## src/rtl/fba_pkg.sv

```systemverilog
// Shared types, codes and widths of the FAT block allocator.
`default_nettype none

package fba_pkg;

  // Fixed field widths
  localparam int SIZE_W    = 16;
  localparam int BB_W      = 8;
  localparam int FLD_IDX_W = 6;
  localparam int CNT_OUT_W = 7;
  localparam int NEED_W    = SIZE_W + 1;

  // Divider sequencing: one quotient bit per cycle
  localparam int DIV_STEPS = SIZE_W;
  localparam int DIV_CNT_W = $clog2(DIV_STEPS);

  localparam logic [BB_W-1:0] BLOCK_BYTES_RST = 8'd50;

  // Operation codes
  localparam logic [1:0] OP_ALLOC  = 2'd0;
  localparam logic [1:0] OP_FREE   = 2'd1;
  localparam logic [1:0] OP_PRESET = 2'd2;

  // Status codes
  localparam logic [1:0] ST_OK         = 2'd0;
  localparam logic [1:0] ST_NO_SPACE   = 2'd1;
  localparam logic [1:0] ST_ZERO_SIZE  = 2'd2;
  localparam logic [1:0] ST_NOT_ALLOC  = 2'd3;

  typedef struct packed {
    logic [1:0]           operation;
    logic [SIZE_W-1:0]    size_bytes;
    logic [FLD_IDX_W-1:0] chain_head;
    logic [FLD_IDX_W-1:0] block_index;
    logic                 used_flag;
  } fba_in_t;

  typedef struct packed {
    logic [1:0]           status;
    logic [FLD_IDX_W-1:0] start_block;
    logic [CNT_OUT_W-1:0] block_count;
  } fba_out_t;

  // Divider result toward the sequencer
  typedef struct packed {
    logic              done;
    logic [SIZE_W-1:0] quotient;
    logic              rem_nz;
  } div_res_t;

endpackage

`default_nettype wire

```

## src/rtl/fat_block_allocator_unit.sv

```systemverilog
// Top level of the FAT block allocator: sequencer, bitmap and link-table control.
//
//  channel | direction | handshake          | payload
//  --------+-----------+--------------------+------------------------------
//  in_     | input     | in_valid/in_stall  | fba_in_t (operation, sizes, ids)
//  out_    | output    | out_valid/out_stall| fba_out_t (status, start, count)
//  cfg_    | input     | cfg_valid/cfg_ready| cfg_data = block_bytes
//
// Preset, unused operations, zero size and rejected frees go straight to done.
// Allocate runs the divider, then scans the bitmap entry by entry (at most
// NUM_BLOCKS entries), then marks the chain end before done.
// An allocate that lacks space goes to done as soon as the divider finishes.
// Free reads each chain link (registered link-table read), then updates it.
// Reset clears bitmap and link-valid flags at once; no clearing pass.
// A finished item waits in the output register; while the port stalls, the
// next item is accepted and runs until it, in turn, waits for the register.
`default_nettype none

module fat_block_allocator_unit #(
  parameter int NUM_BLOCKS = 64
) (
  input  wire logic                  clk,
  input  wire logic                  rst_n,
  input  wire logic                  in_valid,
  output logic                       in_stall,
  input  wire fba_pkg::fba_in_t      in_data,
  output logic                       out_valid,
  input  wire logic                  out_stall,
  output fba_pkg::fba_out_t          out_data,
  input  wire logic                  cfg_valid,
  output logic                       cfg_ready,
  input  wire logic [fba_pkg::BB_W-1:0] cfg_data
);
  import fba_pkg::*;

  localparam int IDX_W  = $clog2(NUM_BLOCKS);
  localparam int CNT_W  = $clog2(NUM_BLOCKS + 1);
  localparam int LINK_W = $clog2(NUM_BLOCKS + 1);
  localparam logic [LINK_W-1:0] LINK_END = LINK_W'(NUM_BLOCKS);

  typedef enum logic [6:0] {
    S_IDLE    = 7'b0000001,
    S_DIV     = 7'b0000010,
    S_SCAN    = 7'b0000100,
    S_LINKEND = 7'b0001000,
    S_WRD     = 7'b0010000,
    S_WUPD    = 7'b0100000,
    S_DONE    = 7'b1000000
  } state_t;

  state_t                state_r, state_nxt;
  logic [NUM_BLOCKS-1:0] used_r, used_nxt;
  logic [NUM_BLOCKS-1:0] link_vld_r, link_vld_nxt;
  logic [CNT_W-1:0]      free_cnt_r, free_cnt_nxt;
  logic [CNT_W-1:0]      taken_r, taken_nxt;
  logic [NEED_W-1:0]     need_r, need_nxt;
  logic [IDX_W-1:0]      idx_r, idx_nxt;
  logic [IDX_W-1:0]      prev_r, prev_nxt;
  logic [IDX_W-1:0]      first_r, first_nxt;
  logic [IDX_W-1:0]      cur_r, cur_nxt;
  fba_out_t              res_r, res_nxt;
  logic                  out_valid_r, out_valid_nxt;
  fba_out_t              out_data_r, out_data_nxt;
  logic [BB_W-1:0]       block_bytes_r;

  logic                  in_acc;
  logic [BB_W-1:0]       bsz;
  logic                  div_start;
  div_res_t              div_res;
  logic [NEED_W-1:0]     need_calc;
  logic                  mem_we;
  logic [IDX_W-1:0]      mem_waddr;
  logic [LINK_W-1:0]     mem_wdata;
  logic [LINK_W-1:0]     mem_rdata;
  logic [CNT_W-1:0]      walk_cnt;
  logic [IDX_W-1:0]      pre_idx;
  logic [IDX_W-1:0]      free_idx;
  logic [IDX_W-1:0]      next_idx;
  logic                  walk_stop;

  assign in_stall  = (state_r != S_IDLE);
  assign in_acc    = in_valid && !in_stall;
  assign cfg_ready = 1'b1;
  assign out_valid = out_valid_r;
  assign out_data  = out_data_r;

  // A block size of zero counts as one
  assign bsz = (block_bytes_r == '0) ? BB_W'(1) : block_bytes_r;

  assign need_calc = NEED_W'(div_res.quotient) + NEED_W'(div_res.rem_nz);
  assign pre_idx   = IDX_W'(in_data.block_index);
  assign free_idx  = IDX_W'(in_data.chain_head);
  assign next_idx  = IDX_W'(mem_rdata);
  assign walk_cnt  = taken_r + CNT_W'(1);
  assign walk_stop = (mem_rdata >= LINK_END) || (next_idx == cur_r) ||
                     !link_vld_r[next_idx] || (walk_cnt == CNT_W'(NUM_BLOCKS));

  fba_divider u_div (
    .clk      (clk),
    .rst_n    (rst_n),
    .start    (div_start),
    .dividend (in_data.size_bytes),
    .divisor  (bsz),
    .res      (div_res)
  );

  fba_link_mem #(
    .DEPTH  (NUM_BLOCKS),
    .ADDR_W (IDX_W),
    .DATA_W (LINK_W)
  ) u_link_mem (
    .clk   (clk),
    .we    (mem_we),
    .waddr (mem_waddr),
    .wdata (mem_wdata),
    .raddr (cur_r),
    .rdata (mem_rdata)
  );

  // Sequencer
  always_comb begin
    state_nxt     = state_r;
    used_nxt      = used_r;
    link_vld_nxt  = link_vld_r;
    free_cnt_nxt  = free_cnt_r;
    taken_nxt     = taken_r;
    need_nxt      = need_r;
    idx_nxt       = idx_r;
    prev_nxt      = prev_r;
    first_nxt     = first_r;
    cur_nxt       = cur_r;
    res_nxt       = res_r;
    out_valid_nxt = out_valid_r && out_stall;
    out_data_nxt  = out_data_r;
    div_start     = 1'b0;
    mem_we        = 1'b0;
    mem_waddr     = prev_r;
    mem_wdata     = LINK_END;

    case (state_r)
      S_IDLE: begin
        if (in_acc) begin
          res_nxt   = '{status: ST_OK, start_block: '0, block_count: '0};
          state_nxt = S_DONE;
          case (in_data.operation)
            OP_ALLOC: begin
              if (in_data.size_bytes == '0) begin
                res_nxt.status = ST_ZERO_SIZE;
              end else begin
                div_start = 1'b1;
                state_nxt = S_DIV;
              end
            end
            OP_FREE: begin
              if ((32'(in_data.chain_head) >= NUM_BLOCKS) ||
                  !link_vld_r[free_idx]) begin
                res_nxt.status = ST_NOT_ALLOC;
              end else begin
                cur_nxt   = free_idx;
                taken_nxt = '0;
                state_nxt = S_WRD;
              end
            end
            OP_PRESET: begin
              // Write one used flag and keep the free count in step
              if (32'(in_data.block_index) < NUM_BLOCKS &&
                  used_r[pre_idx] != in_data.used_flag) begin
                used_nxt[pre_idx] = in_data.used_flag;
                free_cnt_nxt = in_data.used_flag ? free_cnt_r - CNT_W'(1)
                                                 : free_cnt_r + CNT_W'(1);
              end
            end
            default: begin
            end
          endcase
        end
      end

      S_DIV: begin
        if (div_res.done) begin
          need_nxt = need_calc;
          if (need_calc > NEED_W'(free_cnt_r)) begin
            res_nxt   = '{status: ST_NO_SPACE, start_block: '0, block_count: '0};
            state_nxt = S_DONE;
          end else begin
            idx_nxt   = '0;
            taken_nxt = '0;
            state_nxt = S_SCAN;
          end
        end
      end

      S_SCAN: begin
        // Take the next free block and link the previous one to it
        if (!used_r[idx_r]) begin
          used_nxt[idx_r] = 1'b1;
          free_cnt_nxt    = free_cnt_r - CNT_W'(1);
          if (taken_r == '0) begin
            first_nxt = idx_r;
          end else begin
            mem_we               = 1'b1;
            mem_wdata            = LINK_W'(idx_r);
            link_vld_nxt[prev_r] = 1'b1;
          end
          prev_nxt  = idx_r;
          taken_nxt = taken_r + CNT_W'(1);
          if (NEED_W'(taken_r) + NEED_W'(1) == need_r) begin
            state_nxt = S_LINKEND;
          end
        end
        idx_nxt = idx_r + IDX_W'(1);
      end

      S_LINKEND: begin
        // Mark the last block as chain end
        mem_we               = 1'b1;
        mem_wdata            = LINK_END;
        link_vld_nxt[prev_r] = 1'b1;
        res_nxt   = '{status: ST_OK, start_block: FLD_IDX_W'(first_r),
                      block_count: CNT_OUT_W'(taken_r)};
        state_nxt = S_DONE;
      end

      S_WRD: begin
        state_nxt = S_WUPD;
      end

      S_WUPD: begin
        // Release the current link and follow it unless the chain ends
        link_vld_nxt[cur_r] = 1'b0;
        if (used_r[cur_r]) begin
          used_nxt[cur_r] = 1'b0;
          free_cnt_nxt    = free_cnt_r + CNT_W'(1);
        end
        taken_nxt = walk_cnt;
        if (walk_stop) begin
          res_nxt   = '{status: ST_OK, start_block: '0,
                        block_count: CNT_OUT_W'(walk_cnt)};
          state_nxt = S_DONE;
        end else begin
          cur_nxt   = next_idx;
          state_nxt = S_WRD;
        end
      end

      S_DONE: begin
        // Hand the result over once the output register is free
        if (!out_valid_r || !out_stall) begin
          out_valid_nxt = 1'b1;
          out_data_nxt  = res_r;
          state_nxt     = S_IDLE;
        end
      end

      default: begin
        state_nxt = S_IDLE;
      end
    endcase
  end

  // Control state
  always_ff @(posedge clk) begin
    if (!rst_n) begin
      state_r       <= S_IDLE;
      used_r        <= '0;
      link_vld_r    <= '0;
      free_cnt_r    <= CNT_W'(NUM_BLOCKS);
      out_valid_r   <= 1'b0;
      block_bytes_r <= BLOCK_BYTES_RST;
    end else begin
      state_r     <= state_nxt;
      used_r      <= used_nxt;
      link_vld_r  <= link_vld_nxt;
      free_cnt_r  <= free_cnt_nxt;
      out_valid_r <= out_valid_nxt;
      if (cfg_valid && cfg_ready) begin
        block_bytes_r <= cfg_data;
      end
    end
  end

  // Datapath registers
  always_ff @(posedge clk) begin
    taken_r    <= taken_nxt;
    need_r     <= need_nxt;
    idx_r      <= idx_nxt;
    prev_r     <= prev_nxt;
    first_r    <= first_nxt;
    cur_r      <= cur_nxt;
    res_r      <= res_nxt;
    out_data_r <= out_data_nxt;
  end

  a_free_cnt_bound: assert property (@(posedge clk) disable iff (!rst_n)
    free_cnt_r <= CNT_W'(NUM_BLOCKS))
    else $error("free block count above block total");

  a_scan_space: assert property (@(posedge clk) disable iff (!rst_n)
    (state_r == S_SCAN) |->
      (NEED_W'(free_cnt_r) + NEED_W'(taken_r) >= need_r))
    else $error("allocation scan lacks free blocks");

  a_walk_linked: assert property (@(posedge clk) disable iff (!rst_n)
    (state_r == S_WUPD) |-> link_vld_r[cur_r])
    else $error("chain walk on an unlinked entry");

  a_mem_write: assert property (@(posedge clk) disable iff (!rst_n)
    mem_we |-> (state_r == S_SCAN || state_r == S_LINKEND))
    else $error("link table written outside allocation");

endmodule

`default_nettype wire

```

## src/rtl/fba_divider.sv

```systemverilog
// Restoring divider: byte size over block size, one bit per cycle.
`default_nettype none

module fba_divider (
  input  wire logic                     clk,
  input  wire logic                     rst_n,
  input  wire logic                     start,
  input  wire logic [fba_pkg::SIZE_W-1:0] dividend,
  input  wire logic [fba_pkg::BB_W-1:0]   divisor,
  output fba_pkg::div_res_t             res
);
  import fba_pkg::*;

  logic                 busy_r, busy_nxt;
  logic                 done_r, done_nxt;
  logic [DIV_CNT_W-1:0] cnt_r, cnt_nxt;
  logic [SIZE_W-1:0]    quo_r, quo_nxt;
  logic [BB_W-1:0]      rem_r, rem_nxt;
  logic [BB_W-1:0]      dvs_r, dvs_nxt;
  logic [BB_W:0]        trial;
  logic [BB_W:0]        diff;
  logic                 ge;

  // Trial subtract of the shifted partial remainder
  assign trial = {rem_r, quo_r[SIZE_W-1]};
  assign diff  = trial - {1'b0, dvs_r};
  assign ge    = (trial >= {1'b0, dvs_r});

  always_comb begin
    busy_nxt = busy_r;
    done_nxt = 1'b0;
    cnt_nxt  = cnt_r;
    quo_nxt  = quo_r;
    rem_nxt  = rem_r;
    dvs_nxt  = dvs_r;
    if (busy_r) begin
      rem_nxt = ge ? diff[BB_W-1:0] : trial[BB_W-1:0];
      quo_nxt = {quo_r[SIZE_W-2:0], ge};
      cnt_nxt = cnt_r - DIV_CNT_W'(1);
      if (cnt_r == '0) begin
        busy_nxt = 1'b0;
        done_nxt = 1'b1;
      end
    end else if (start) begin
      busy_nxt = 1'b1;
      cnt_nxt  = DIV_CNT_W'(DIV_STEPS - 1);
      quo_nxt  = dividend;
      rem_nxt  = '0;
      dvs_nxt  = divisor;
    end
  end

  // Control state resets, datapath holds
  always_ff @(posedge clk) begin
    if (!rst_n) begin
      busy_r <= 1'b0;
      done_r <= 1'b0;
    end else begin
      busy_r <= busy_nxt;
      done_r <= done_nxt;
    end
  end

  always_ff @(posedge clk) begin
    cnt_r <= cnt_nxt;
    quo_r <= quo_nxt;
    rem_r <= rem_nxt;
    dvs_r <= dvs_nxt;
  end

  assign res.done     = done_r;
  assign res.quotient = quo_r;
  assign res.rem_nz   = |rem_r;

  a_rem_bound: assert property (@(posedge clk) disable iff (!rst_n)
    (busy_r && dvs_r != '0) |-> (rem_r < dvs_r))
    else $error("partial remainder not below divisor");

  a_done_after_busy: assert property (@(posedge clk) disable iff (!rst_n)
    done_r |-> $past(busy_r))
    else $error("divider done without a running division");

  a_start_runs: assert property (@(posedge clk) disable iff (!rst_n)
    (start && !busy_r) |=> busy_r)
    else $error("divider did not start");

endmodule

`default_nettype wire

```

## src/rtl/fba_link_mem.sv

```systemverilog
// Next-link table storage: one write port, one registered read port.
`default_nettype none

module fba_link_mem #(
  parameter int DEPTH  = 64,
  parameter int ADDR_W = 6,
  parameter int DATA_W = 7
) (
  input  wire logic              clk,
  input  wire logic              we,
  input  wire logic [ADDR_W-1:0] waddr,
  input  wire logic [DATA_W-1:0] wdata,
  input  wire logic [ADDR_W-1:0] raddr,
  output logic      [DATA_W-1:0] rdata
);

  logic [DATA_W-1:0] mem_r [DEPTH];
  logic [DATA_W-1:0] rdata_r;

  // Write one link entry
  always_ff @(posedge clk) begin
    if (we) begin
      mem_r[waddr] <= wdata;
    end
  end

  // Register the read data
  always_ff @(posedge clk) begin
    rdata_r <= mem_r[raddr];
  end

  assign rdata = rdata_r;

endmodule

`default_nettype wire
```

## config.mk

```make
export PLATFORM = sky130hd
export DESIGN_NAME = fat_block_allocator_unit
export DESIGN_NICKNAME = d
export VERILOG_FILES = /design/src/rtl/fba_pkg.sv /design/src/rtl/fat_block_allocator_unit.sv /design/src/rtl/fba_divider.sv /design/src/rtl/fba_link_mem.sv
export SDC_FILE = /design/constraint.sdc
export NUM_CORES = 1
export LEC_CHECK = 0
export BUFFER_PORTS_ARGS = -buffer_cell sky130_fd_sc_hd__buf_4
export CAP_MARGIN = 20
export CELL_PAD_IN_SITES_DETAIL_PLACEMENT = 1
export CELL_PAD_IN_SITES_GLOBAL_PLACEMENT = 1
export CORE_UTILIZATION = 35
export CTS_CLUSTER_SIZE = 12
export DETAILED_ROUTE_END_ITERATION = 16
export PLACE_DENSITY = 0.56
export SLEW_MARGIN = 10
export SYNTH_ARGS = -nofsm -noshare
export SYNTH_HDL_FRONTEND = slang
export SYNTH_SLANG_ARGS = --single-unit
```

## constraint.sdc

```tcl
create_clock -name clk -period 4.3 [get_ports clk]
set_input_delay 0.215 -clock clk [delete_from_list [all_inputs] [get_ports clk]]
set_output_delay 0.215 -clock clk [all_outputs]
set_load 0.02 [all_outputs]
```

# Word level (Yosys, flattened, before mapping)
# Memory sizes are Yosys's and may differ from the RTL's. A register that Yosys moved wholly into a read port is not among the register bits.
# Cells that the tools add are included.
[totals]
rom_bits = 0
ff_bits = 267
memories = 1
input_bits = 44
out_inout_bits = 18
ram_bits = 448
latch_bits = 0
[op_classes]
n_reduce_logical = 40
n_bitwise = 7
n_mul = 0
n_addsub = 8
div_mod_pow = 0
muxes = 94
n_lt_le_gt_ge = 13
eq_ne = 29
shifts = 0
[memory_table]
columns = ["name", "depth", "width", "rd", "rd_ports_with_merged_regs", "write_ports", "line_no", "source"]
rows = [
  ["u_link_mem.mem_r", 64, 7, 1, 1, 1, "fba_link_mem.sv:17", "logic [DATA_W-1:0] mem_r [DEPTH];"],
]
[ops]
columns = ["cell", "count"]
rows = [
  ["$mux 64", 7],
  ["$pmux 64 s3", 2],
  ["$mux 7", 24],
  ["$and 64x64->64", 2],
  ["$or 64x64->64", 2],
  ["$bwmux 64", 1],
  ["$not 64->64", 1],
  ["$mux 15", 4],
  ["$pmux 15 s4", 1],
  ["$pmux 7 s7", 1],
  ["$lt 6x7->1 const B", 6],
  ["$mux 6", 6],
  ["$mux 16", 2],
  ["$bmux 1 s6", 5],
  ["$pmux 7 s4", 1],
  ["$demux 1 s6", 4],
  ["$ge 6x1->1 const B", 4],
  ["$mux 8", 3],
  ["$ne 2x2->1 const B", 12],
  ["$pmux 6 s2", 2],
  ["$mux 1", 23],
  ["$pmux 7 s3", 1],
  ["$add 16x1->17", 1],
  ["$eq 8x17->1", 1],
  ["other kinds (45)", 75],
]

# Longest topological paths before layout
# Gate-level depths: netlist (run 1).
[depth]
word_depth = 9
depth_mapped = 16
ltp_nobuf = 16

# By module
# Synthesis (run 1) repeated with hierarchy kept, for this count alone.
[unflattened]
hier_cells = 2875
hier_area_um2 = 35490.3
[by_module_without_submodules]
columns = ["mod", "cells_per_inst", "n_inst", "seq_area_each_um2", "area_per_inst_um2"]
rows = [
  ["fba_link_mem", 881, 1, 13593.0, 17928.4],
  ["fat_block_allocator_unit", 1832, 1, 5365.1, 15532.4],
  ["fba_divider", 162, 1, 1121.1, 2029.4],
]

# Worst setup path after synthesis (run 1)
# OpenSTA, ideal clock, no wires.
[synth_path]
kind = "flip-flop to flip-flop"
start = "reg idx_r[2]"
end = "mem u_link_mem.mem_r[0][0], data pin"
setup_slack_ps = -303
stages_incl_launch_ff = 11
arrival_time_ps = 4105
required_ps = 3802
path_buffers = 1
path_cell_list = "edfxtp_1 -> buf_6 -> mux2_4 -> a221oi_1 -> o22a_1 -> o311ai_1 -> nor4b_4 -> nand2_1 -> nor2_1 -> inv_1 -> nor2_1"
[synth_via]
elab_chain_len = 4
[synth_lines]
columns = ["element", "line_no", "source"]
rows = [
  ["from (decl)", "fat_block_allocator_unit.sv:57", "logic [IDX_W-1:0] idx_r, idx_nxt;"],
  ["from (signal assigned)", "fat_block_allocator_unit.sv:286", "idx_r <= idx_nxt;"],
  ["$bmux 1 s6", "fat_block_allocator_unit.sv:195", "if (!used_r[idx_r]) begin"],
  ["$mux 1 (not written as such)", "fat_block_allocator_unit.sv:195", ""],
  ["$mux 7", "fat_block_allocator_unit.sv:195", ""],
  ["$mux 7", "fat_block_allocator_unit.sv:140", "case (state_r)"],
  ["via mem_wdata[0]", "fat_block_allocator_unit.sv:73", "logic [LINK_W-1:0] mem_wdata;"],
  ["to (decl)", "fba_link_mem.sv:17", ""],
]
# The timed path passes the listed nets, and every way through them passes these cells. The select of a mux whose other input is x is not followed.

==> impl_metrics.ini, run 1 <==
[min_path]
min_from = in_data[8]
hold_class = in -> reg
hold_depth = 3
hold_path_end = cur_r[1]$_DFFE_PP_

[timing]
fin_crit_ns = 4.11
finalCritPeriodShare = 0.956
finalHoldViolations = 0
skew_ns = 0.0250
relSlewSlack = 0.219
tightest_slew_ns = 1.17
rsz0062_at_grt = false
fmax_mhz = 243
worst_slack_ns = 0.188
whs_ns = 0.0478
setup_viol = 0
slew_violations = 0

[clock_tree]
cts_tree = built
cts_made_buffers = 81
cts_setup_buffers = 0
max-clock-path-buffers = 3
cts.sinks = 722
worstSkewPairLatency_ns = 0.66
cts_resized = 0
root_buffer = clkbuf_16
hold_buffers = 40
cts-htree-levels = 3
cts.clk_slew.worst_paths_ns = 0.06

[synth]
synth_top_area_cell = edfxtp_1
synth.top_cell.area_share = 0.504
synth_seq_cells = 722
yosys_warnings = 0
async_flop_share = 0
synth_edf_count = 562
syn_avg_cell_area_um2 = 12.2
syn-num-nets = 2825
netlist_instances = 2757
ys_types = 84
syn_area_um2 = 33500
ys_seq_area_frac = 0.599
yosys-top-cells-area = edfxtp_1 (50%), dfxtp_1 (9.6%), a22oi_1 (4.1%)
synth_ff_type = edfxtp_1

[worst_setup_path]
crit_fanout = 30
critPathRequiredTime_ns = 4.82
cp-startpoint = cur_r[2]$_DFFE_PP_
timing.rr.start = cur_r[2]$_DFFE_PP_
start_kind = register
critPathArrivalTime_ns = 4.64
r2r_slack_ns = 0.19
cp_cell_sequence = buf_4 -> nor2b_1 -> a22o_1 -> nand2_1 -> a21oi_1 -> nor4_1 -> a41oi_1 -> nand4_4 -> buf_12 -> buf_12 -> o311a_1
setup.worst_path.class = reg -> reg
crit_slowest_cell = edfxtp_1
crit_path_frequent_cell = buf_12
reg2reg_depth = 11
end_kind = register
max_stage_delay_ns = 0.86

[place]
io_buffers = 60
place_congestion = 0.926
dp.cells = 4040
dp_hpwl_um = 78900
place_ws_ns = 0.339

[floorplan]
rows = 113
start_util = 0.353
die-area_um2 = 97000
coreArea_um2 = 94900
fp.dieW_um = 311
ios = 62
die_y_um = 311

[layout]
drive_gt1_frac = 0.174
multi_input_area_um2 = 12400
instances_no_fill = 4222
final_cell_mix = edfxtp_1 (562), buf_4 (222), a22oi_1 (185), nor2_1 (162), dfxtp_1 (160)
final_common_cell = edfxtp_1
nets = 2967
areaGrowthSynthToFinish_pct = 17.5
fill_cells = 9904
register_area_um2 = 20100

[route]
num_vias = 25600
wl_um = 123000
ant_nets = 0
viasPerCell = 6.05
wl_per_cell_um = 29.2
firstDrtPassIters = 5
drcViolationCount = 0
drt-initial-drc-count = 2173

[global_route]
track_usage = 0.251
grt_pass1_wl_um = 182000
antenna_found_initial = 1
grt_pass1_vias = 26300
grt_overflow = 0
grt_max_degree = 103

[power_and_ir_drop]
p_clk_frac = 0.449
p_seq_frac = 0.499
powerDensity_nw_per_um2 = 389
ir_worst_vdd_v = 0.000325
p_comb_frac = 0.052
p_switching_mw = 3.54
p_int_mw = 11.8
switching_share = 0.231
p_leak_nw = 12.4

[run]
maxCapViolations = 0

[outcome]
status = completed
## Yosys cell counts, types with 35 or more instances
library cell	n
mux4_2	45
o211ai_1	96
edfxtp_1	562
a221oi_1	65
nand3_1	70
mux2i_1	42
clkbuf_1	168
o21ai_0	157
nor2b_1	35
a31oi_1	55
nor3_1	38
a21oi_1	145
inv_1	36
a22o_1	50
mux2_2	39
nor2_1	167
a22oi_1	185
dfxtp_1	160
nand2_1	148
## per-stage QoR
stage          area, um^2  total power [mW]  TNS (ns)   util
2_1_floorplan       33500              8.23    -77.69      -
3_3_place_gp        36400              8.53         0  0.383
3_5_place_dp        36400              8.55         0  0.383
4_1_cts             39300              15.5         0  0.415
5_1_grt             39400              15.7         0  0.415
6_report            39400              15.3         0  0.415
## layout make-up
cell class	instances	area share
Antenna cell	1	0.0000636
Timing Repair Buffer	286	0.0643
Clock buffer	108	0.0562
Sequential cell	722	0.510
Tap cell	1265	0.0402
Multi-Input combinational cell	1769	0.316
Inverter	39	0.00372
Clock inverter	32	0.00913
## worst max-delay path: cells and delay by family, from the launching register on
kind / cells / cell delay (ns)
AO/OA/AOI/OAI: 4 / 1.37
buffers and inverters: 3 / 0.67
flip-flops: 1 / 0.86
AND/OR/NAND/NOR: 4 / 1.03
## state kept, by name, indices dropped and copies added, names as in the netlist, named ones only
signal / cells
u_div.busy_r: 1
link_vld_r: 64
u_div.rem_r: 8
first_r: 6
taken_r: 7
need_r: 17
u_div.done_r: 1
out_data: 15
u_div.cnt_r: 4
idx_r: 6
cur_r: 6
res_r: 15
free_cnt_r: 7
u_link_mem.rdata: 7
mem_waddr: 6
u_div.quo_r: 16
u_div.dvs_r: 8
state_r: 7
block_bytes_r: 8
out_valid: 1
u_link_mem.mem_r: 448
## power groups by stage
stage                     Combinational, mW  Clock (mW)  Sequential, mW
after CTS                             0.798        7.01            7.64
final                                 0.796        6.87            7.64
after floorplan                       0.485           0            7.75
after global placement                0.739           0            7.79
after detailed placement              0.759           0            7.79
after global routing                  0.860        7.23            7.65
## cells by family after synthesis
| family | count (synthesis) | share of synthesized area |
|---|---|---|
| mux | 127 | 0.0564 |
| compound gates | 916 | 0.191 |
| simple gates | 655 | 0.0982 |
| buf+inv | 266 | 0.0333 |
| other cells | 1 | 0.000112 |
| fa+ha+maj | 24 | 0.00919 |
| xor+xnor | 46 | 0.0120 |
| flops | 722 | 0.599 |
## routing by layer
layer | global-route usage | vias up | part of all wire
met5 | 0 | - | 0
met4 | 0.100 | 0 | 0.039
met3 | 0.0327 | 263 | 0.056
met2 | 0.415 | 903 | 0.48
met1 | 0.332 | 13200 | 0.43
li1 | - | 11200 | -
## worst max-delay path by stage
stage	to	slack [ns]	cells after the start
3_3_place_gp	u_link_mem.mem_r[54][2]$_DFFE_PP_	0.44	9
5_1_grt	register	0.15	12
2_1_floorplan	u_link_mem.mem_r[0][0]$_DFFE_PP_	-0.30	10
3_5_place_dp	register	0.34	11
4_1_cts	register	0.32	11
6_report	register	0.19	11
Power figures use the tool's default switching activity.
==> run 2, diff against run 1 <==
--- a/config.mk
+++ b/config.mk
@@ -10,8 +10,8 @@
 export CELL_PAD_IN_SITES_DETAIL_PLACEMENT = 1
 export CELL_PAD_IN_SITES_GLOBAL_PLACEMENT = 1
-export CORE_UTILIZATION = 35
+export CORE_UTILIZATION = 47
 export CTS_CLUSTER_SIZE = 12
 export DETAILED_ROUTE_END_ITERATION = 16
-export PLACE_DENSITY = 0.56
+export PLACE_DENSITY = 0.81
 export SLEW_MARGIN = 10
 export SYNTH_ARGS = -nofsm -noshare
==> constraint.sdc (replaced) <==
create_clock -name clk -period 4.3 [get_ports clk]
set_input_delay 0.215 -clock clk [delete_from_list [all_inputs] [get_ports clk]]
set_output_delay 0.215 -clock clk [all_outputs]
set_load 0.005 [all_outputs]
==> impl_metrics.ini, run 2 (same netlist as run 1, synthesis figures left out) <==
[global_route]
track_usage = 0.331
grt_overflow = 0
grt_pass1_vias = 27600
grt_pass1_wl_um = 178000
grt_max_degree = 78
antenna_found_initial = 3

[route]
ant_nets = 0
num_vias = 26800
viasPerCell = 6.95
drcViolationCount = 0
firstDrtPassIters = 5
drt-initial-drc-count = 3279
wl_per_cell_um = 31.2
wl_um = 120000

[worst_setup_path]
worst-path-stages = 11
critPathRequiredTime_ns = 4.67
start_kind = register
critPathArrivalTime_ns = 4.43
setup.worst_path.class = reg -> reg
crit_family = buffers and inverters
max_stage_delay_ns = 0.71
cp_cell_sequence = inv_1 -> a221oi_2 -> o22a_1 -> o311ai_1 -> nor4b_4 -> buf_4 -> nand2_1 -> nor2_1 -> inv_2 -> nor2_4 -> buf_4
reg2reg_depth = 11
end_kind = register
crit_path_frequent_cell = buf_4
crit_fanout = 48
path_buf_inv = 4
crit_slowest_cell = edfxtp_1

[clock_tree]
cts_tree = built
cts.clk_slew.worst_paths_ns = 0.06
cts.sinks = 722
cts_setup_buffers = 0
worstSkewPairLatency_ns = 0.68
max-clock-path-buffers = 3
cts-htree-levels = 3
root_buffer = clkbuf_16
cts_made_buffers = 79

[floorplan]
start_util = 0.477
rows = 97
ios = 62
die_y_um = 269
coreArea_um2 = 70300
die-area_um2 = 72300
fp.dieW_um = 269

[timing]
slew_violations = 0
fmax_mhz = 246
skew_ns = 0.0704
finalCritPeriodShare = 0.944
relSlewSlack = 0.238
rsz0062_at_grt = false
tightest_slew_ns = 1.14
setup_viol = 0
finalHoldViolations = 0
setup_tns_ns = 0
fin_crit_ns = 4.06

[outcome]
status = completed

[power_and_ir_drop]
p_leak_nw = 12.1
ir_worst_vdd_v = 0.000274
power_mw = 15.0
powerDensity_nw_per_um2 = 390

[run]
maxCapViolations = 0

[layout]
nets = 2921
regMostFlops = u_link_mem.mem_r
drive_gt1_frac = 0.159
largest_register_ffs = 448
final_common_cell = edfxtp_1
top_regs = u_link_mem.mem_r x448, link_vld_r x64, need_r x17
areaGrowthSynthToFinish_pct = 14.6
final_cell_mix = edfxtp_1 (562), buf_4 (189), a22oi_1 (185), nor2_1 (162), dfxtp_1 (160)

[min_path]
hold_depth = 3
hold_class = in -> reg

[place]
dp_hpwl_um = 77500
place_congestion = 1.01
io_buffers = 60
[run 2: changes by cell type in the layout (fill, tap and decap cells not counted), sizes merged]
| cell | before | now |
|---|---|---|
| buf | 246 | 203 |
| bufinv | 5 | 2 |
| clkbuf | 108 | 105 |
| clkinv | 28 | 31 |
| clkinvlp | 0 | 2 |
| diode | 1 | 3 |
| dlygate4sd3 | 40 | 38 |
[run 2: repair_timing]
item,4_1_cts,5_1_grt
hold endpoints to repair,34,0
gates resized for setup,0,0
hold buffers,38,0
[run 2: worst paths after layout]
kind,from,to,slack [ns]
hold reg to reg,res_r[14]$_DFFE_PP_,out_data[14]$_DFFE_PP_,0.42
hold / removal,in_valid,state_r[1]$_SDFFE_PN0P_,0.04
setup reg to reg,idx_r[0]$_SDFFCE_PN0P_,u_link_mem.mem_r[4][1]$_DFFE_PP_,0.24
setup / recovery,idx_r[0]$_SDFFCE_PN0P_,u_link_mem.mem_r[4][1]$_DFFE_PP_,0.24
[run 2: worst reg2reg max path: stages (launching register included)]
cell and delay [ns]:
edfxtp_1 0.71, inv_1 0.36, a221oi_2 0.38, o22a_1 0.17
o311ai_1 0.14, nor4b_4 0.41, buf_4 0.21, nand2_1 0.07
nor2_1 0.17, inv_2 0.13, nor2_4 0.41, buf_4 0.57
[run 2: power by group]
part	leakage [nW]	internal (mW)	switching, mW
Sequential	5.98	7.55	0.0834
Combinational	4.91	0.282	0.490
Clock	1.17	3.61	2.96
Total	12.1	11.5	3.53
[run 2: cell type report]
class,instances,area (um^2)
fillers,7032,31900
diodes,3,7.51
multi-input cells,1769,12400
clock inverters,34,342
repair buffers,242,2090
inverters,39,146
clock buffers,104,2110
flip-flops and latches,722,20100
well taps,940,1180
[run 2: per-layer routing]
metal / global-route usage / vias up / wire (um)
li1: - / 11100 / -
met1: 0.423 / 13600 / 45800
met2: 0.540 / 1761 / 57200
met3: 0.0685 / 384 / 11800
met4: 0.155 / 2 / 5500
met5: 0 / - / 15
[run 2: metrics by stage]
stage	worst slack [ns]	util	hold WS, ns	area [um^2]	instances
2_1_floorplan	-0.303	-	0.344	33500	2757
3_3_place_gp	0.395	0.505	0.405	35500	3670
3_5_place_dp	0.379	0.506	0.407	35500	3673
4_1_cts	0.307	0.546	0.00283	38400	3849
5_1_grt	0.0261	0.546	0.0448	38400	3852
6_report	0.239	0.546	0.0371	38400	3853
